[config.mk]
export PLATFORM = sky130hd
export DESIGN_NAME = tdm_slot_gate
export DESIGN_NICKNAME = d
export VERILOG_FILES = /design/src/tsg_pkg.sv /design/src/tdm_slot_gate.sv /design/src/tsg_ctrl.sv /design/src/tsg_dp.sv
export SDC_FILE = /design/constraint.sdc
export NUM_CORES = 2
export LEC_CHECK = 0
export ABC_AREA = 0
export BUFFER_PORTS_ARGS = -buffer_cell sky130_fd_sc_hd__buf_4
export CAP_MARGIN = 20
export CORE_ASPECT_RATIO = 0.9
export CORE_MARGIN = 1.5
export CORE_UTILIZATION = 60
export CTS_BUF_LIST = sky130_fd_sc_hd__clkbuf_8
export DETAILED_ROUTE_END_ITERATION = 8
export GPL_TIMING_DRIVEN = 0
export PLACE_DENSITY = 0.77
export SKIP_LAST_GASP = 1
export SYNTH_ARGS = -nofsm -noshare
export SYNTH_HDL_FRONTEND = slang
export SYNTH_SLANG_ARGS = --single-unit
[constraint.sdc]
create_clock -name clk_i -period 15.2 [get_ports clk_i]
set_input_delay 2.28 -clock clk_i [delete_from_list [all_inputs] [get_ports clk_i]]
set_output_delay 2.28 -clock clk_i [all_outputs]
set_load 0.02 [all_outputs]
[src/tsg_pkg.sv]
`default_nettype none

package tsg_pkg;

  // Timestamp and epoch width, also the widest configuration register.
  localparam int NowW     = 63;
  localparam int CfgW     = 63;
  localparam int CfgIdxW  = 3;

  // Register field widths.
  localparam int CountW   = 8;
  localparam int MsW      = 16;

  // Default nanoseconds per millisecond.
  localparam int NsPerMsDef = 1000000;

  // Restoring division, one quotient bit per cycle over the timestamp.
  localparam int DivCntW  = $clog2(NowW);

  typedef enum logic [CfgIdxW-1:0] {
    RegPhaseCount = 3'd0,
    RegPhaseIndex = 3'd1,
    RegOnTime     = 3'd2,
    RegGuardTime  = 3'd3,
    RegEpoch      = 3'd4
  } tsg_reg_e;

  typedef struct packed {
    logic load;      // capture the item
    logic mul_slot;  // slot and on-time lengths in ns
    logic mul_per;   // period, slot start, early-off check
    logic div_step;  // one step of the modulo
    logic commit;    // decide and load the result register
  } tsg_cmd_t;

endpackage

`default_nettype wire

[src/tdm_slot_gate.sv]
// Time-division slot gate for one device sharing a time base with others.
// Input channel (in_valid_i/in_ready_o): kind_i 0 is a tick carrying now_ns_i,
// kind_i 1 is a stop that forces the device off. Each item gives exactly one
// result on the output channel (out_valid_o/out_ready_i): device_on_o is the
// device state after the item, switched_o flags a change of that state.
// Configuration: write cfg_wdata_i to register cfg_addr_i when cfg_we_i is
// high (0 phase count, 1 phase index, 2 on time ms, 3 guard time ms,
// 4 epoch ns); write only while the block is idle.
// Each item passes a slot multiply, a period multiply, a restoring modulo
// of the epoch-relative time by the period at one bit per cycle, which sets
// the rate, and a commit. One item is in flight at a time; the next is
// taken the cycle after the result lands in the output register.
// A stalled receiver holds the result register; a finished item then waits
// until that register frees up, and no new item is taken meanwhile.
// Reset: phase count 1, other config 0, device off, no result pending.
`default_nettype none

module tdm_slot_gate import tsg_pkg::*; #(
  parameter int NS_PER_MS = NsPerMsDef
) (
  input  wire logic               clk_i,
  input  wire logic               rst_ni,
  input  wire logic               cfg_we_i,
  input  wire logic [CfgIdxW-1:0] cfg_addr_i,
  input  wire logic [CfgW-1:0]    cfg_wdata_i,
  input  wire logic               in_valid_i,
  output logic                    in_ready_o,
  input  wire logic               kind_i,
  input  wire logic [NowW-1:0]    now_ns_i,
  output logic                    out_valid_o,
  input  wire logic               out_ready_i,
  output logic                    device_on_o,
  output logic                    switched_o
);

  tsg_cmd_t cmd;

  // Sequence each item: capture, multiply, divide, commit.
  tsg_ctrl u_ctrl (
    .clk_i       (clk_i),
    .rst_ni      (rst_ni),
    .in_valid_i  (in_valid_i),
    .in_ready_o  (in_ready_o),
    .out_valid_o (out_valid_o),
    .out_ready_i (out_ready_i),
    .cmd_o       (cmd)
  );

  // Hold configuration, slot arithmetic, modulo and the device state.
  tsg_dp #(
    .NS_PER_MS (NS_PER_MS)
  ) u_dp (
    .clk_i       (clk_i),
    .rst_ni      (rst_ni),
    .cfg_we_i    (cfg_we_i),
    .cfg_addr_i  (cfg_addr_i),
    .cfg_wdata_i (cfg_wdata_i),
    .kind_i      (kind_i),
    .now_ns_i    (now_ns_i),
    .cmd_i       (cmd),
    .device_on_o (device_on_o),
    .switched_o  (switched_o)
  );

endmodule

`default_nettype wire

[src/tsg_ctrl.sv]
`default_nettype none

module tsg_ctrl import tsg_pkg::*; (
  input  wire logic     clk_i,
  input  wire logic     rst_ni,
  input  wire logic     in_valid_i,
  output logic          in_ready_o,
  output logic          out_valid_o,
  input  wire logic     out_ready_i,
  output tsg_cmd_t      cmd_o
);

  typedef enum logic [2:0] {
    StIdle,
    StMulSlot,
    StMulPer,
    StDiv,
    StDone
  } state_e;

  state_e             state_q;
  logic [DivCntW-1:0] cnt_q;
  logic               out_valid_q;
  logic               slot_free;

  assign slot_free   = !out_valid_q || out_ready_i;
  assign in_ready_o  = (state_q == StIdle);
  assign out_valid_o = out_valid_q;

  always_comb begin
    cmd_o          = '0;
    cmd_o.load     = (state_q == StIdle) && in_valid_i;
    cmd_o.mul_slot = (state_q == StMulSlot);
    cmd_o.mul_per  = (state_q == StMulPer);
    cmd_o.div_step = (state_q == StDiv);
    cmd_o.commit   = (state_q == StDone) && slot_free;
  end

  always_ff @(posedge clk_i or negedge rst_ni) begin
    if (!rst_ni) begin
      state_q     <= StIdle;
      cnt_q       <= '0;
      out_valid_q <= 1'b0;
    end else begin
      if ((state_q == StDone) && slot_free) begin
        out_valid_q <= 1'b1;
      end else if (out_ready_i) begin
        out_valid_q <= 1'b0;
      end
      unique case (state_q)
        StIdle: begin
          if (in_valid_i) begin
            state_q <= StMulSlot;
          end
        end
        StMulSlot: begin
          state_q <= StMulPer;
        end
        StMulPer: begin
          cnt_q   <= '0;
          state_q <= StDiv;
        end
        StDiv: begin
          cnt_q <= cnt_q + 1'b1;
          if (cnt_q == DivCntW'(NowW - 1)) begin
            state_q <= StDone;
          end
        end
        StDone: begin
          // Hold until the result register can take the item.
          if (slot_free) begin
            state_q <= StIdle;
          end
        end
        default: begin
          state_q <= StIdle;
        end
      endcase
    end
  end

endmodule

`default_nettype wire

[src/tsg_dp.sv]
`default_nettype none

module tsg_dp import tsg_pkg::*; #(
  parameter int NS_PER_MS = NsPerMsDef
) (
  input  wire logic               clk_i,
  input  wire logic               rst_ni,
  input  wire logic               cfg_we_i,
  input  wire logic [CfgIdxW-1:0] cfg_addr_i,
  input  wire logic [CfgW-1:0]    cfg_wdata_i,
  input  wire logic               kind_i,
  input  wire logic [NowW-1:0]    now_ns_i,
  input  wire tsg_cmd_t           cmd_i,
  output logic                    device_on_o,
  output logic                    switched_o
);

  localparam int NsW    = $clog2(NS_PER_MS + 1);
  localparam int SlotMW = MsW + 1;
  localparam int SlotW  = SlotMW + NsW;
  localparam int OnW    = MsW + NsW;
  localparam int PerW   = SlotW + CountW;
  localparam logic [NsW-1:0] NsPerMs = NsW'(NS_PER_MS);

  // Configuration registers.
  logic [CountW-1:0] pc_q;
  logic [CountW-1:0] pi_q;
  logic [MsW-1:0]    on_ms_q;
  logic [MsW-1:0]    guard_q;
  logic [NowW-1:0]   epoch_q;

  // Working registers.
  logic              kind_q;
  logic [NowW-1:0]   t_q;
  logic [SlotW-1:0]  slot_ns_q;
  logic [OnW-1:0]    on_ns_q;
  logic [PerW-1:0]   period_q;
  logic [PerW-1:0]   start_q;
  logic              early_q;
  logic [PerW-1:0]   rem_q;
  logic              dev_q;
  logic              sw_q;

  logic [SlotMW-1:0] slot_ms;
  logic [NowW:0]     diff;
  logic [PerW:0]     trial;
  logic              trial_ge;
  logic [PerW:0]     offs;
  logic              want_on;

  assign slot_ms  = {1'b0, on_ms_q} + {1'b0, guard_q};
  assign diff     = {1'b0, t_q} - {1'b0, epoch_q};
  assign trial    = {rem_q, t_q[NowW-1]};
  assign trial_ge = (trial >= {1'b0, period_q});
  assign offs     = {1'b0, rem_q} - {1'b0, start_q};
  assign want_on  = !early_q && !offs[PerW] && (offs[PerW-1:0] < PerW'(on_ns_q));

  always_ff @(posedge clk_i or negedge rst_ni) begin
    if (!rst_ni) begin
      pc_q       <= CountW'(1);
      pi_q       <= '0;
      on_ms_q    <= '0;
      guard_q    <= '0;
      epoch_q    <= '0;
      dev_q      <= 1'b0;
    end else begin
      if (cfg_we_i) begin
        unique case (tsg_reg_e'(cfg_addr_i))
          RegPhaseCount: pc_q       <= cfg_wdata_i[CountW-1:0];
          RegPhaseIndex: pi_q       <= cfg_wdata_i[CountW-1:0];
          RegOnTime:     on_ms_q    <= cfg_wdata_i[MsW-1:0];
          RegGuardTime:  guard_q    <= cfg_wdata_i[MsW-1:0];
          RegEpoch:      epoch_q    <= cfg_wdata_i[NowW-1:0];
          default: begin
          end
        endcase
      end
      if (cmd_i.commit) begin
        dev_q <= want_on;
      end
    end
  end

  always_ff @(posedge clk_i) begin
    if (cmd_i.load) begin
      kind_q <= kind_i;
      t_q    <= now_ns_i;
    end
    if (cmd_i.mul_slot) begin
      slot_ns_q <= SlotW'(slot_ms) * SlotW'(NsPerMs);
      on_ns_q   <= OnW'(on_ms_q) * OnW'(NsPerMs);
    end
    if (cmd_i.mul_per) begin
      period_q <= PerW'(pc_q) * PerW'(slot_ns_q);
      start_q  <= PerW'(pi_q) * PerW'(slot_ns_q);
      // Zero slot length or zero count means zero period.
      early_q  <= kind_q || (pc_q == '0) || (slot_ms == '0) || diff[NowW];
      t_q      <= diff[NowW-1:0];
      rem_q    <= '0;
    end
    if (cmd_i.div_step) begin
      rem_q <= trial_ge ? PerW'(trial - {1'b0, period_q}) : trial[PerW-1:0];
      t_q   <= {t_q[NowW-2:0], 1'b0};
    end
    if (cmd_i.commit) begin
      sw_q <= want_on ^ dev_q;
    end
  end

  assign device_on_o = dev_q;
  assign switched_o  = sw_q;

endmodule

`default_nettype wire
Word-level counts from Yosys, hierarchy flattened
Index checks and enable logic that the tools add are counted.
- add/subtract/negate cells: 5
- multiply operators: 4
- magnitude comparators: 2
- eq/ne operators: 12
- multiplexer cells: 13
- bitwise logic cells: 1
- reductions and logical operators: 25
- operators by type and width (operator ; number):
    63-bit 2-to-1 mux ; 3
    45-bit 2-to-1 mux ; 3
    8-bit by 31-bit multiplier with 39-bit output ; 2
    63-bit by 63-bit subtractor with 64-bit output ; 1
    46-bit by 45-bit greater-or-equal comparator with 1-bit output ; 1
    45-bit by 45-bit subtractor with 46-bit output ; 1
    45-bit by 36-bit < comparator with 1-bit output ; 1
    45-bit subtractor ; 1
    17-bit by 14-bit multiplier with 31-bit output, second input constant ; 1
    16-bit by 14-bit multiplier with 30-bit output, second input constant ; 1
    16-bit by 16-bit adder with 17-bit output ; 1
    17-bit zero test ; 1
    3-bit case mux with 5 select lines ; 1
    3-bit by 2-bit == test with 1-bit output, second input constant ; 4
    6-bit case mux with 2 select lines ; 1
    2-bit AND reduction ; 5
    3-bit 2-to-1 mux ; 3
    8-bit zero test ; 1
    6-bit by 1-bit adder with 6-bit output, second input constant ; 1
    3-bit by 1-bit == test with 1-bit output, second input constant ; 2
    3-bit == test, second input constant ; 2
    6-bit == test, second input constant ; 1
    3-bit zero test ; 2
    2-bit nonzero test ; 3
    other kinds (9) ; 19
- register bits: 372
- input bits: 135
- output and inout bits: 4
- logic and storage cells: 81

Depth between registers and ports, before layout
- depth after elaboration: 5
- depth in mapped cells: 32
- mapped depth without buffers: 32

Cells and area by module
From an unflattened synthesis, not the netlist that was laid out.
- cells, all modules: 4950
- area total of the unflattened synthesis: 45904.0 sq um
- by module, submodules not included (module ; instances ; cells each ; area each (sq um)):
    tsg_dp ; 1 ; 4893 ; 45368.5
    tsg_ctrl ; 1 ; 57 ; 535.5

Least setup slack after synthesis
OpenSTA, ideal clock, no wires.
- path type: reg2reg
- from: register u_dp.on_ms_q[0]
- to: register u_dp.slot_ns_q[35], data pin
- library setup time: 0.258 ns
- arrival time: 7.050 ns
- setup slack: 7.892 ns
- stages on the path, launching flop included: 31
- cells stage by stage: dfrtp_1 ha_1 inv_1 fa_1 nor2b_1 o21ai_0 a21boi_0 o21ai_0 o21ai_0 and4_1 nor3_1 xor2_1 inv_1 ha_1 fa_1 fa_1 fa_1 ha_1 ha_1 ha_1 a21o_1 a21o_1 a21o_1 a21o_1 a21o_1 o311a_1 o21a_1 o21ai_0 nand2b_1 a21oi_1 xnor2_1
- cells in the longest elaborated chain, start to end: 2
- RTL lines (what ; line ; RTL):
    start: declaration ; tsg_dp.sv:28 ; logic [MsW-1:0] on_ms_q;
    start signal: assignment ; tsg_dp.sv:71 ; RegOnTime: on_ms_q <= cfg_wdata_i[MsW-1:0];
    16-bit by 16-bit adder with 17-bit output ; tsg_dp.sv:51 ; assign slot_ms = {1'b0, on_ms_q} + {1'b0, guard_q};
    17-bit by 14-bit multiplier with 31-bit output ; tsg_dp.sv:90 ; slot_ns_q <= SlotW'(slot_ms) * SlotW'(NsPerMs);
    end signal: assignment ; tsg_dp.sv:90 ;
    end: declaration ; tsg_dp.sv:35 ; logic [SlotW-1:0] slot_ns_q;
No other way between the ends.
A chain may end at the register's enable or synchronous reset.

Worst setup path after layout
- from: register u_dp.on_ms_q[1]
- to: register u_dp.slot_ns_q[36], data pin
Same word-level chain as after synthesis.

==> flow_summary.json <==
{
  "outcome": "complete, no violations",
  "htree_num_levels": 3,
  "dp_slack_ps": 6671,
  "die-area_um2": 76530,
  "avgRoutedWirePerCell_um": 20.11,
  "rsz0062_at_grt": "false",
  "fp.dieW_um": 291.4,
  "worst_pin_slew_ps": 1142,
  "gp_congestion": 0.9984,
  "critical_path.max_fanout": 9,
  "ys_types": 82,
  "hold_path.class": "reg2reg",
  "grt_pass1_vias": 35530,
  "synth-edff-count": 249,
  "grt_max_degree": 66,
  "hold_depth": 1,
  "clock_latency_ps": 680,
  "die_y_um": 262.6,
  "core_um2": 73630,
  "slew_headroom": 0.2335,
  "setup_ws_ps": 6663,
  "clockRootBuffer": "clkbuf_8",
  "fp-row-count": 94,
  "syn-cell-area_um2": 44920,
  "fin_crit_sh": 0.5617,
  "drive_gt1_frac": 0.06249,
  "min_period_ps": 8537,
  "multi_input_area_um2": 31390,
  "grt_overflow": 0,
  "nNetsFinal": 6163,
  "cap_violations": 0,
  "ios": 139,
  "skew_ps": 32.62,
  "initial_utilization": 0.6102,
  "fillers": 6018,
  "drv_slew": 0,
  "cts.repair.resized": 0,
  "synth.top_cells.by_count": "636 x inv_1, 558 x nand2_1, 519 x ha_1, 456 x fa_1, 304 x a21oi_1",
  "area_growth_pct": 8.322,
  "dr.pass1.iters": 6,
  "critPathCaptureType": "flip-flop",
  "holdBufCountCts": 0,
  "dpl.hpwl_mm": 100.1,
  "post_cts_buffers": 0,
  "grt_first_pass_wirelength_mm": 193.9,
  "hold_viol": 0,
  "cts_buffers": 68,
  "wl_mm": 122.0,
  "ys_ff_latch": 372,
  "startpoint_type": "flip-flop",
  "synth-seq-area-share": 0.2349,
  "synth_top_area_frac": 0.2032,
  "clk_pin_slew_worst_paths_ps": 60,
  "regArea_um2": 10550,
  "vias": 35510,
  "synthCells": 4835,
  "fin_util": 0.6610,
  "drc": 0,
  "critPathKind": "reg2reg",
  "r2r_cells": 29,
  "clock_sinks": 372,
  "synth_top_flop_cell": "edfxtp_1",
  "async_flop_share": 0.3280,
  "place_inst": 5941,
  "ctsLongestPathBuffers": 3,
  "avgViaCountPerCell": 5.854,
  "drt_iter0_drc": 3071,
  "synthesis.nets": 5945,
  "io_buffers": 137,
  "slowest_delay_ps": 690,
  "setup_viol": 0,
  "fmax_ghz": 0.1171,
  "synth_most_common_cell": "inv_1",
  "yosysWarnings": 0,
  "netlist_top_cells_area": "fa_1 20%, edfxtp_1 17%, ha_1 14%",
  "fin_tns_setup_ps": 0,
  "cp_slowest_cell": "dfrtp_1",
  "cts_tree": "built",
  "instances_no_fill": 6066,
  "required_ps": 15600,
  "worstPathArrival_ps": 8930,
  "grt.total_usage": 0.3226,
  "cp_common_cell": "ha_1",
  "syn_area_per_cell_um2": 9.291,
  "yosysTopAreaCell": "fa_1",
  "antenna_found_initial": 4,
  "final_antenna_net_count": 0
}
## layer usage
layer	GRT usage	vias up	part of all wire
met5	0	-	0.00011
met4	0.08882	2	0.027
met3	0.07671	205	0.092
met2	0.4975	1338	0.44
met1	0.4560	17250	0.44
li1	-	16710	-
## worst paths after layout
check	start	endpoint	slack (ps)
setup / recovery	u_dp.on_ms_q[1]	u_dp.slot_ns_q[36]	6660
hold / removal	u_dp.epoch_q[0]	u_dp.epoch_q[0]	520
setup reg to reg	u_dp.on_ms_q[1]	u_dp.slot_ns_q[36]	6660
hold reg to reg	u_dp.epoch_q[0]	u_dp.epoch_q[0]	520
max in group asynchronous	rst_ni	u_dp.pc_q[0]	12870
min in group asynchronous	rst_ni	u_dp.epoch_q[17]	1560
## critical path, delay by kind of cell (launching register included)
kind	cells	cell delay [ps]
flops	1	690
compound gates	11	2430
fa+ha+maj	7	2720
buf+inv	3	640
xor+xnor	3	890
simple gates	5	900
## metrics by stage
stage	cell area, um^2	hold WS [ps]
2_1_floorplan	44920	484.9
3_3_place_gp	47150	494.7
3_5_place_dp	47310	502.2
4_1_cts	48650	517.8
5_1_grt	48660	534.1
6_report	48660	517.1
## flip-flops by register name, indices dropped and copies added, names as in the netlist, 6 cells and up
| name | flops |
|---|---|
| u_ctrl.cnt_q | 6 |
| u_dp.epoch_q | 63 |
| u_dp.guard_q | 16 |
| u_dp.on_ms_q | 16 |
| u_dp.on_ns_q | 30 |
| u_dp.pc_q | 8 |
| u_dp.period_q | 39 |
| u_dp.pi_q | 8 |
| u_dp.rem_q | 45 |
| u_dp.slot_ns_q | 31 |
| u_dp.start_q | 39 |
| u_dp.t_q | 63 |
## kinds of logic after synthesis
kind of cell,Yosys count,synth area share
AOI/OAI and AO/OA,998,0.1386
muxes,64,0.01540
DFF,372,0.2349
xor gates and xnor gates,274,0.05342
adders and majority gates,979,0.3486
and+or+nand+nor,1349,0.1422
buffers and inverters,799,0.06682
## final cells by class
cell class,count,area share
Tap cell,960,0.02468
Sequential cell,372,0.2168
Clock buffer,79,0.02234
Buffer,162,0.01262
Antenna cell,1,0.00005142
Timing Repair Buffer,148,0.02414
Multi-Input combinational cell,3664,0.6450
Inverter,637,0.04919
Clock inverter,43,0.005117
## cell usage in the layout, fill, tap and decap left out, drive strengths merged, types with 93 or more instances in the layout
| cell | n |
|---|---|
| clkbuf | 232 |
| nor2 | 236 |
| dfrtp | 121 |
| o21ai | 262 |
| inv | 663 |
| and2 | 238 |
| fa | 456 |
| xor2 | 93 |
| xnor2 | 181 |
| ha | 519 |
| nand2 | 558 |
| edfxtp | 249 |
| a21oi | 305 |
| buf | 157 |
| a21o | 150 |
Power is not shown: default switching activity piles up to over one toggle a cycle in this logic, so the estimate is an artifact.
